**config.mk**
```make
export PLATFORM = sky130hd
export DESIGN_NAME = json_string_unescape_utf8_top
export DESIGN_NICKNAME = d
export VERILOG_FILES = /design/src/rtl/jsu_pkg.sv /design/src/rtl/jsu_decode.sv /design/src/rtl/jsu_group_fifo.sv /design/src/rtl/jsu_serializer.sv /design/src/rtl/json_string_unescape_utf8_top.sv
export SDC_FILE = /design/constraint.sdc
export NUM_CORES = 1
export LEC_CHECK = 0
export BUFFER_PORTS_ARGS = -buffer_cell sky130_fd_sc_hd__buf_4
export CORE_ASPECT_RATIO = 1.2
export CORE_MARGIN = 3
export CORE_UTILIZATION = 55
export DETAILED_ROUTE_END_ITERATION = 8
export PLACE_DENSITY = 0.71
export SLEW_MARGIN = 30
export SYNTH_ARGS = -nofsm -noshare
export SYNTH_HDL_FRONTEND = slang
export SYNTH_SLANG_ARGS = --single-unit
```
**constraint.sdc**
```tcl
create_clock -name clk -period 6.6 [get_ports clk]
set_input_delay 0.66 -clock clk [delete_from_list [all_inputs] [get_ports clk]]
set_output_delay 0.66 -clock clk [all_outputs]
set_load 0.01 [all_outputs]
```
**src/rtl/jsu_pkg.sv**
```systemverilog
// ============================================================================
// jsu_pkg
// Shared types, character codes and helper functions for the JSON string
// unescaper: result kinds, the result group that one input item produces,
// hex digit decode and UTF-8 encode.
// ============================================================================
`default_nettype none

package jsu_pkg;

    // Result kinds
    localparam logic [1:0] KIND_DATA  = 2'd0;
    localparam logic [1:0] KIND_END   = 2'd1;
    localparam logic [1:0] KIND_NOSTR = 2'd2;

    // Result group queue geometry
    localparam int GRP_SLOTS = 4;
    localparam int GRP_DEPTH = 4;
    localparam int GRP_PTR_W = 2;
    localparam int GRP_CNT_W = 3;

    // Text characters
    localparam logic [7:0] CH_NUL    = 8'h00;
    localparam logic [7:0] CH_QUOTE  = 8'h22;
    localparam logic [7:0] CH_SLASH  = 8'h2F;
    localparam logic [7:0] CH_BSLASH = 8'h5C;
    localparam logic [7:0] CH_B      = 8'h62;
    localparam logic [7:0] CH_F      = 8'h66;
    localparam logic [7:0] CH_N      = 8'h6E;
    localparam logic [7:0] CH_R      = 8'h72;
    localparam logic [7:0] CH_T      = 8'h74;
    localparam logic [7:0] CH_U      = 8'h75;

    // Control characters produced by escapes
    localparam logic [7:0] CTRL_BS  = 8'h08;
    localparam logic [7:0] CTRL_FF  = 8'h0C;
    localparam logic [7:0] CTRL_LF  = 8'h0A;
    localparam logic [7:0] CTRL_CR  = 8'h0D;
    localparam logic [7:0] CTRL_TAB = 8'h09;

    // UTF-8 lead and continuation marks
    localparam logic [7:0]  UTF8_LEAD2 = 8'hC0;
    localparam logic [7:0]  UTF8_LEAD3 = 8'hE0;
    localparam logic [7:0]  UTF8_CONT  = 8'h80;
    localparam logic [15:0] UTF8_TWO_MIN   = 16'h0080;
    localparam logic [15:0] UTF8_THREE_MIN = 16'h0800;

    // Up to four results caused by one input item
    typedef struct packed {
        logic [GRP_PTR_W-1:0]            last_idx;
        logic [GRP_SLOTS-1:0][1:0]       kind;
        logic [GRP_SLOTS-1:0][7:0]       data;
    } group_t;

    // UTF-8 encoding of one code point: one to three bytes
    typedef struct packed {
        logic [1:0]      n_m1;
        logic [2:0][7:0] bytes;
    } utf8_t;

    // Hex digit value; anything that is not a hex digit counts as zero
    function automatic logic [3:0] hex_value(input logic [7:0] b);
        logic [3:0] v;
        v = 4'd0;
        if (b >= 8'h30 && b <= 8'h39) begin
            v = b[3:0];
        end else if ((b >= 8'h61 && b <= 8'h66) || (b >= 8'h41 && b <= 8'h46)) begin
            v = b[3:0] + 4'd9;
        end
        return v;
    endfunction

    // Encode a 16-bit code point as UTF-8
    function automatic utf8_t utf8_encode(input logic [15:0] cp);
        utf8_t e;
        e = '0;
        if (cp < UTF8_TWO_MIN) begin
            e.n_m1     = 2'd0;
            e.bytes[0] = cp[7:0];
        end else if (cp < UTF8_THREE_MIN) begin
            e.n_m1     = 2'd1;
            e.bytes[0] = UTF8_LEAD2 | {3'b000, cp[10:6]};
            e.bytes[1] = UTF8_CONT | {2'b00, cp[5:0]};
        end else begin
            e.n_m1     = 2'd2;
            e.bytes[0] = UTF8_LEAD3 | {4'b0000, cp[15:12]};
            e.bytes[1] = UTF8_CONT | {2'b00, cp[11:6]};
            e.bytes[2] = UTF8_CONT | {2'b00, cp[5:0]};
        end
        return e;
    endfunction

endpackage

`default_nettype wire

```
**src/rtl/jsu_decode.sv**
```systemverilog
// ============================================================================
// jsu_decode
// Parser state and single-pass decode: turns one accepted text byte into a
// group of up to four results and updates the string / escape / hex state.
// ============================================================================
`default_nettype none

module jsu_decode (
    input  wire logic           clk,
    input  wire logic           rst_n,
    input  wire logic           take,
    input  wire logic [7:0]     in_byte,
    output logic                push,
    output jsu_pkg::group_t     grp
);
    import jsu_pkg::*;

    localparam logic [1:0] MODE_IDLE = 2'd0;
    localparam logic [1:0] MODE_STR  = 2'd1;
    localparam logic [1:0] MODE_ESC  = 2'd2;
    localparam logic [1:0] MODE_HEX  = 2'd3;

    logic [1:0]  mode_reg, mode_next;
    logic [1:0]  hex_cnt_reg, hex_cnt_next;
    logic [15:0] cp_reg, cp_next;
    logic [15:0] cp_shift;
    utf8_t       enc;

    // Shift in the next hex digit; a NUL encodes what has been gathered
    assign cp_shift = {cp_reg[11:0], hex_value(in_byte)};
    assign enc      = utf8_encode((in_byte == CH_NUL) ? cp_reg : cp_shift);

    // Decode one byte
    always_comb
    begin
        mode_next    = mode_reg;
        hex_cnt_next = hex_cnt_reg;
        cp_next      = cp_reg;
        push         = 1'b0;
        grp          = '0;
        unique case (mode_reg)
            MODE_IDLE:
            begin
                if (in_byte == CH_QUOTE) begin
                    mode_next = MODE_STR;
                end else begin
                    push        = 1'b1;
                    grp.kind[0] = KIND_NOSTR;
                end
            end
            MODE_STR:
            begin
                if (in_byte == CH_NUL || in_byte == CH_QUOTE) begin
                    push        = 1'b1;
                    grp.kind[0] = KIND_END;
                    mode_next   = MODE_IDLE;
                end else if (in_byte == CH_BSLASH) begin
                    mode_next = MODE_ESC;
                end else begin
                    push        = 1'b1;
                    grp.data[0] = in_byte;
                end
            end
            MODE_ESC:
            begin
                mode_next = MODE_STR;
                push      = 1'b1;
                unique case (in_byte) inside
                    CH_NUL:
                    begin
                        grp.data[0]  = CH_BSLASH;
                        grp.kind[1]  = KIND_END;
                        grp.last_idx = 2'd1;
                        mode_next    = MODE_IDLE;
                    end
                    CH_QUOTE, CH_BSLASH, CH_SLASH: grp.data[0] = in_byte;
                    CH_B: grp.data[0] = CTRL_BS;
                    CH_F: grp.data[0] = CTRL_FF;
                    CH_N: grp.data[0] = CTRL_LF;
                    CH_R: grp.data[0] = CTRL_CR;
                    CH_T: grp.data[0] = CTRL_TAB;
                    CH_U:
                    begin
                        push         = 1'b0;
                        mode_next    = MODE_HEX;
                        hex_cnt_next = 2'd0;
                        cp_next      = 16'd0;
                    end
                    default: grp.data[0] = CH_BSLASH;
                endcase
            end
            MODE_HEX:
            begin
                grp.data[2:0] = enc.bytes;
                grp.last_idx  = enc.n_m1;
                if (in_byte == CH_NUL) begin
                    // End of text: flush the partial code point, then end
                    push                        = 1'b1;
                    grp.kind[enc.n_m1 + 2'd1]   = KIND_END;
                    grp.data[enc.n_m1 + 2'd1]   = 8'h00;
                    grp.last_idx                = enc.n_m1 + 2'd1;
                    mode_next                   = MODE_IDLE;
                    hex_cnt_next                = 2'd0;
                    cp_next                     = 16'd0;
                end else if (hex_cnt_reg == 2'd3) begin
                    push         = 1'b1;
                    mode_next    = MODE_STR;
                    hex_cnt_next = 2'd0;
                    cp_next      = 16'd0;
                end else begin
                    hex_cnt_next = hex_cnt_reg + 2'd1;
                    cp_next      = cp_shift;
                end
            end
            default:
            begin
                mode_next = MODE_IDLE;
            end
        endcase
    end

    // Advance parser state on each accepted item
    always_ff @(posedge clk or negedge rst_n)
    begin
        if (!rst_n) begin
            mode_reg    <= MODE_IDLE;
            hex_cnt_reg <= 2'd0;
            cp_reg      <= 16'd0;
        end else if (take) begin
            mode_reg    <= mode_next;
            hex_cnt_reg <= hex_cnt_next;
            cp_reg      <= cp_next;
        end
    end

endmodule

`default_nettype wire

```
**src/rtl/jsu_group_fifo.sv**
```systemverilog
// ============================================================================
// jsu_group_fifo
// Short queue of result groups between the decoder and the output
// serializer; absorbs multi-byte UTF-8 runs while input keeps flowing.
// ============================================================================
`default_nettype none

module jsu_group_fifo (
    input  wire logic               clk,
    input  wire logic               rst_n,
    input  wire logic               push,
    input  wire jsu_pkg::group_t    push_grp,
    input  wire logic               pop,
    output jsu_pkg::group_t         head,
    output logic                    empty,
    output logic                    full
);
    import jsu_pkg::*;

    group_t                 mem [GRP_DEPTH];
    logic [GRP_PTR_W-1:0]   wr_ptr_reg;
    logic [GRP_PTR_W-1:0]   rd_ptr_reg;
    logic [GRP_CNT_W-1:0]   count_reg;
    logic                   do_push;
    logic                   do_pop;

    assign empty   = (count_reg == GRP_CNT_W'(0));
    assign full    = (count_reg == GRP_CNT_W'(GRP_DEPTH));
    assign do_push = push && !full;
    assign do_pop  = pop && !empty;
    assign head    = mem[rd_ptr_reg];

    // Write a group at the tail
    always_ff @(posedge clk)
    begin
        if (do_push) begin
            mem[wr_ptr_reg] <= push_grp;
        end
    end

    // Track pointers and fill level
    always_ff @(posedge clk or negedge rst_n)
    begin
        if (!rst_n) begin
            wr_ptr_reg <= '0;
            rd_ptr_reg <= '0;
            count_reg  <= '0;
        end else begin
            if (do_push) begin
                wr_ptr_reg <= wr_ptr_reg + GRP_PTR_W'(1);
            end
            if (do_pop) begin
                rd_ptr_reg <= rd_ptr_reg + GRP_PTR_W'(1);
            end
            if (do_push && !do_pop) begin
                count_reg <= count_reg + GRP_CNT_W'(1);
            end else if (do_pop && !do_push) begin
                count_reg <= count_reg - GRP_CNT_W'(1);
            end
        end
    end

endmodule

`default_nettype wire

```
**src/rtl/jsu_serializer.sv**
```systemverilog
// ============================================================================
// jsu_serializer
// Output register: holds the current result group and presents its results one
// item per cycle while not stalled, loading the next group as the last leaves.
// ============================================================================
`default_nettype none

module jsu_serializer (
    input  wire logic               clk,
    input  wire logic               rst_n,
    input  wire jsu_pkg::group_t    head,
    input  wire logic               empty,
    output logic                    pop,
    output logic                    out_valid,
    input  wire logic               out_stall,
    output logic [1:0]              kind,
    output logic [7:0]              out_byte,
    output logic                    last
);
    import jsu_pkg::*;

    logic                   cur_valid_reg;
    group_t                 cur_reg;
    logic [GRP_PTR_W-1:0]   idx_reg;
    logic                   sent;
    logic                   done;

    assign out_valid = cur_valid_reg;
    assign kind      = cur_reg.kind[idx_reg];
    assign out_byte  = cur_reg.data[idx_reg];
    assign last      = (idx_reg == cur_reg.last_idx);

    assign sent = cur_valid_reg && !out_stall;
    assign done = sent && last;
    assign pop  = (!cur_valid_reg || done) && !empty;

    // Load the next group when the current one is finished
    always_ff @(posedge clk)
    begin
        if (pop) begin
            cur_reg <= head;
        end
    end

    // Advance through the results of the current group
    always_ff @(posedge clk or negedge rst_n)
    begin
        if (!rst_n) begin
            cur_valid_reg <= 1'b0;
            idx_reg       <= '0;
        end else if (pop) begin
            cur_valid_reg <= 1'b1;
            idx_reg       <= '0;
        end else if (done) begin
            cur_valid_reg <= 1'b0;
            idx_reg       <= '0;
        end else if (sent) begin
            idx_reg <= idx_reg + GRP_PTR_W'(1);
        end
    end

endmodule

`default_nettype wire

```
**src/rtl/json_string_unescape_utf8_top.sv**
```systemverilog
// ============================================================================
// json_string_unescape_utf8_top
// JSON string unescaper with UTF-8 encoding of \u escapes. Takes one text
// byte per cycle whenever in_stall is low; in_stall rises only while the
// four-entry result group queue is full. Each byte is decoded in a single
// pass against the parser state and gives zero to four result items, which
// leave on the output channel one item per cycle while out_stall is low,
// with last marking the final item caused by that byte. A byte that gives a
// result, accepted while no other result is waiting or being sent, is
// written into the result group queue and then loaded into the serializer's
// output register, from which its first item shows on the output. Sustained
// input rate is one byte per cycle as long as results are taken at one per
// cycle and the text averages no more than one result per byte; a \u escape
// expanding to three bytes borrows output cycles that the queue covers.
// ============================================================================
`default_nettype none

module json_string_unescape_utf8_top (
    input  wire logic       clk,
    input  wire logic       rst_n,
    input  wire logic       in_valid,
    output logic            in_stall,
    input  wire logic [7:0] in_byte,
    output logic            out_valid,
    input  wire logic       out_stall,
    output logic [1:0]      kind,
    output logic [7:0]      out_byte,
    output logic            last
);
    import jsu_pkg::*;

    logic   take;
    logic   dec_push;
    group_t dec_grp;
    group_t head;
    logic   empty;
    logic   full;
    logic   pop;

    // Accept an item whenever the queue has room
    assign in_stall = full;
    assign take     = in_valid && !in_stall;

    jsu_decode u_decode (
        .clk     (clk),
        .rst_n   (rst_n),
        .take    (take),
        .in_byte (in_byte),
        .push    (dec_push),
        .grp     (dec_grp)
    );

    jsu_group_fifo u_fifo (
        .clk      (clk),
        .rst_n    (rst_n),
        .push     (take && dec_push),
        .push_grp (dec_grp),
        .pop      (pop),
        .head     (head),
        .empty    (empty),
        .full     (full)
    );

    jsu_serializer u_ser (
        .clk       (clk),
        .rst_n     (rst_n),
        .head      (head),
        .empty     (empty),
        .pop       (pop),
        .out_valid (out_valid),
        .out_stall (out_stall),
        .kind      (kind),
        .out_byte  (out_byte),
        .last      (last)
    );

endmodule

`default_nettype wire

```
==> impl_metrics.toml <==
[outcome]
status = "finished, final reports clean"

[placement]
pre_cts_ws_ns = 2.89
place_area_mm2 = 0.00818
gp_congestion = 0.937
post-dp-hpwl_um = 10400
portBuffers = 24

[synthesis]
ys_ff_latch = 175
synth_top_family_by_area = "multiplexers"
synth_area_per_cell_um2 = 15.2
yosysSeqAreaShare_pct = 65.2
async_flop_share_pct = 17.1
synth_fa_ha_area_share_pct = 1.85
synth_mux_area_share_pct = 11.7
synth-simple-area-share_pct = 9.62
synthFlopType = "edfxtp_1"
synth_fp_nets = 537
syn_area_mm2 = 0.00783
synth_cell_type_count = 71
syn_inst = 514
ys_top_cells_by_area = "edfxtp_1 (56%), dfrtp_1 (9.6%), mux4_2 (8.9%)"
synth_area_leader_cell = "edfxtp_1"
synth_xor_area_share_pct = 0.894
synth_compound_area_share_pct = 8.59
yosys_warnings = 0
yosysTopAreaCellShare_pct = 55.6
synth_edf_count = 145

[floorplanning]
die_area_mm2 = 0.0157
die_y_um = 137
rows = 47
floorplan.die.width_um = 115
core-area_mm2 = 0.0139
io_pins = 25
start_util_pct = 56.4

[critical_path]
cp-end-kind = "register"
crit_required_ns = 6.73
path_cells = "buf_4 -> inv_1 -> ha_1 -> nor4b_2 -> and2_1 -> a32o_1 -> a21oi_1 -> o21ai_0"
critPathMaxFanout = 25
crit_end = "u_fifo.mem[3][5]$_DFFE_PP_"
r2r_slack_ns = 3.69
rr_endpoint = "u_fifo.mem[2][40]$_DFFE_PP_"
r2r-start = "u_decode.cp_reg[11]$_DFFE_PN0P_"
critPathKind = "in2reg"
cp.depth = 8
startpoint = "in_byte[0]"
cp_top_family = "simple AND/OR/NAND/NOR gates"
slowest_delay_ns = 0.78
path_buf_inv = 2
worst-endpoint-arrival_ns = 3.47
r2r_cells = 5
critPathSlowestCell = "and2_1"
start_kind = "primary input"

[final_layout]
fill_cells = 1012
diodes = 0
final_area_mm2 = 0.00875
largest_reg_flops = 116
drive_gt1_share_pct = 19.9
synthToLayoutAreaGrowth_pct = 11.7
final_nets = 562

[clock_network]
cts_tree = "done"
clk_latency_ns = 0.42
clkSlewWorstSetupHoldPaths_ns = 0.06
cts_buffer_depth = 2
root_buffer = "clkbuf_16"
cts.sinks = 175
numCtsBuffers = 17
post-cts-setup-buffer-count = 0
cts.htree.levels = 4
postCtsResizedCells = 0
cts_hold_buf = 0

[detailed_routing]
drt_drc_violations_left = 0
final_antenna_net_count = 0
post_drt_wl_per_cell_um = 22.2
num_vias = 4648
dr.pass1.iters = 5
wirelength_um = 16100
vias_per_cell = 6.43
first_iter_violations = 530

[hold_path]
hold_class = "in2async"

[timing]
fin_ws_ns = 3.26
timing.fmax_mhz = 299
period_share_pct = 50.6
grt_setup_unrepaired = "false"
finalSetupViolations = 0
worst_pin_slew_ns = 0.878
fin_setup_tns_ns = 0
holdWs_ns = 0.191
period_minus_slack_ns = 3.34
skew_ns = 0.00753
slew_viol_final = 0
slew-limit-headroom_pct = 41.5
finalHoldViolCount = 0

[power]
p_int_mw = 2.55
swShare_pct = 29.7
leakage_nw = 3.09
p_per_area_mw_per_mm2 = 414
clkPwrFrac_pct = 26.4
pwr-share-comb_pct = 27.6
switching_power_mw = 1.08
vdd_drop_max_mv = 0.193
seqPwrFrac_pct = 46.0

[run]
drv_cap = 0

[global_routing]
grt-ovfl-total = 0
grtUsageTotal_pct = 22.0
grt_pass1_wl_um = 25800
grt_max_degree = 32
antenna_found_initial = 0
grt_pass1_vias = 4698
## worst min-delay path by stage
stage          cells after the start  slack (ns)                             endpoint                                start
3_3_place_gp                       2        0.47  u_decode.hex_cnt_reg[1]$_DFFE_PN0P_  u_decode.hex_cnt_reg[1]$_DFFE_PN0P_
3_5_place_dp                       2        0.49  u_decode.hex_cnt_reg[1]$_DFFE_PN0P_  u_decode.hex_cnt_reg[1]$_DFFE_PN0P_
5_1_grt                            1        0.21       u_decode.cp_reg[2]$_DFFE_PN0P_                                rst_n
4_1_cts                            1        0.19  u_decode.hex_cnt_reg[0]$_DFFE_PN0P_                                rst_n
2_1_floorplan                      0        0.36       u_decode.cp_reg[0]$_DFFE_PN0P_                                rst_n
6_report                           1        0.19  u_decode.hex_cnt_reg[0]$_DFFE_PN0P_                                rst_n
## power by group through the flow
stage / registers (mW) / clock network [mW] / logic [mW]
6_report: 1.67 / 0.958 / 1.00
5_1_grt: 1.70 / 1.02 / 1.09
4_1_cts: 1.67 / 0.974 / 1.02
3_5_place_dp: 1.69 / 0 / 1.01
3_3_place_gp: 1.67 / 0 / 0.987
2_1_floorplan: 1.62 / 0 / 0.732
## logic make-up (layout without fill, tap and decap cells)
group	after synthesis	in the layout
XOR/XNOR	8	8
multiplexers	52	52
buffers and inverters	41	79
AND/OR/NAND/NOR	134	134
flip-flops	175	175
adder cells (fa/ha/maj)	11	11
AO/OA/AOI/OAI	93	93
## synth_stat cells, drive strengths merged, types with 4 or more instances
library cell,number
xor2,4
clkbuf,20
nand2,37
nor2b,8
a21oi,13
mux2,6
edfxtp,145
mux2i,15
nor2,18
o221ai,4
mux4,31
buf,7
nand3,10
a311oi,4
or3b,4
o21ai,15
o31ai,4
ha,10
a211oi,8
nor4,6
a31oi,6
xnor2,4
dfrtp,30
a22o,15
inv,14
nor3,13
and3,6
and2,7
or3,4
## metrics by stage
| step | power, mW | utilization (%) | std cells |
|---|---|---|---|
| floorplan | 2.35 | - | 514 |
| global placement | 2.66 | 58.9 | 691 |
| detailed placement | 2.70 | 58.9 | 691 |
| CTS | 3.66 | 63.0 | 723 |
| global route | 3.81 | 63.1 | 723 |
| finish | 3.62 | 63.1 | 723 |
## final cells by class
type                       count  area, um2  share of cell area (%)
sequential                   175       5110                    58.3
clock inverter                10        114                    1.30
timing repair buffer          33        248                    2.83
inverter                      14       52.6                   0.600
multi-input combinational    298       2560                    29.3
tap                          171        214                    2.44
clock buffer                  22        454                    5.19
## cell usage in the layout (no fill, tap or decap), types with 14 or more instances in the layout
| cell type | netlist | routed |
|---|---|---|
| mux4_2 | 31 | 31 |
| nand2_1 | 37 | 37 |
| clkbuf_16 | 0 | 17 |
| o21ai_0 | 15 | 15 |
| inv_1 | 14 | 14 |
| mux2i_1 | 15 | 14 |
| buf_4 | 2 | 33 |
| dfrtp_1 | 30 | 29 |
| nor2_1 | 18 | 17 |
| edfxtp_1 | 145 | 145 |
| a22o_1 | 15 | 15 |
## layer usage
layer	vias to the layer above	wire length, um	track usage, %
met1	2349	6800	29.2
met4	0	375	8.68
li1	2097	-	-
met3	25	770	4.47
met2	177	8130	35.9
met5	-	0	0
No activity file was read; power rests on OpenSTA's default activity.
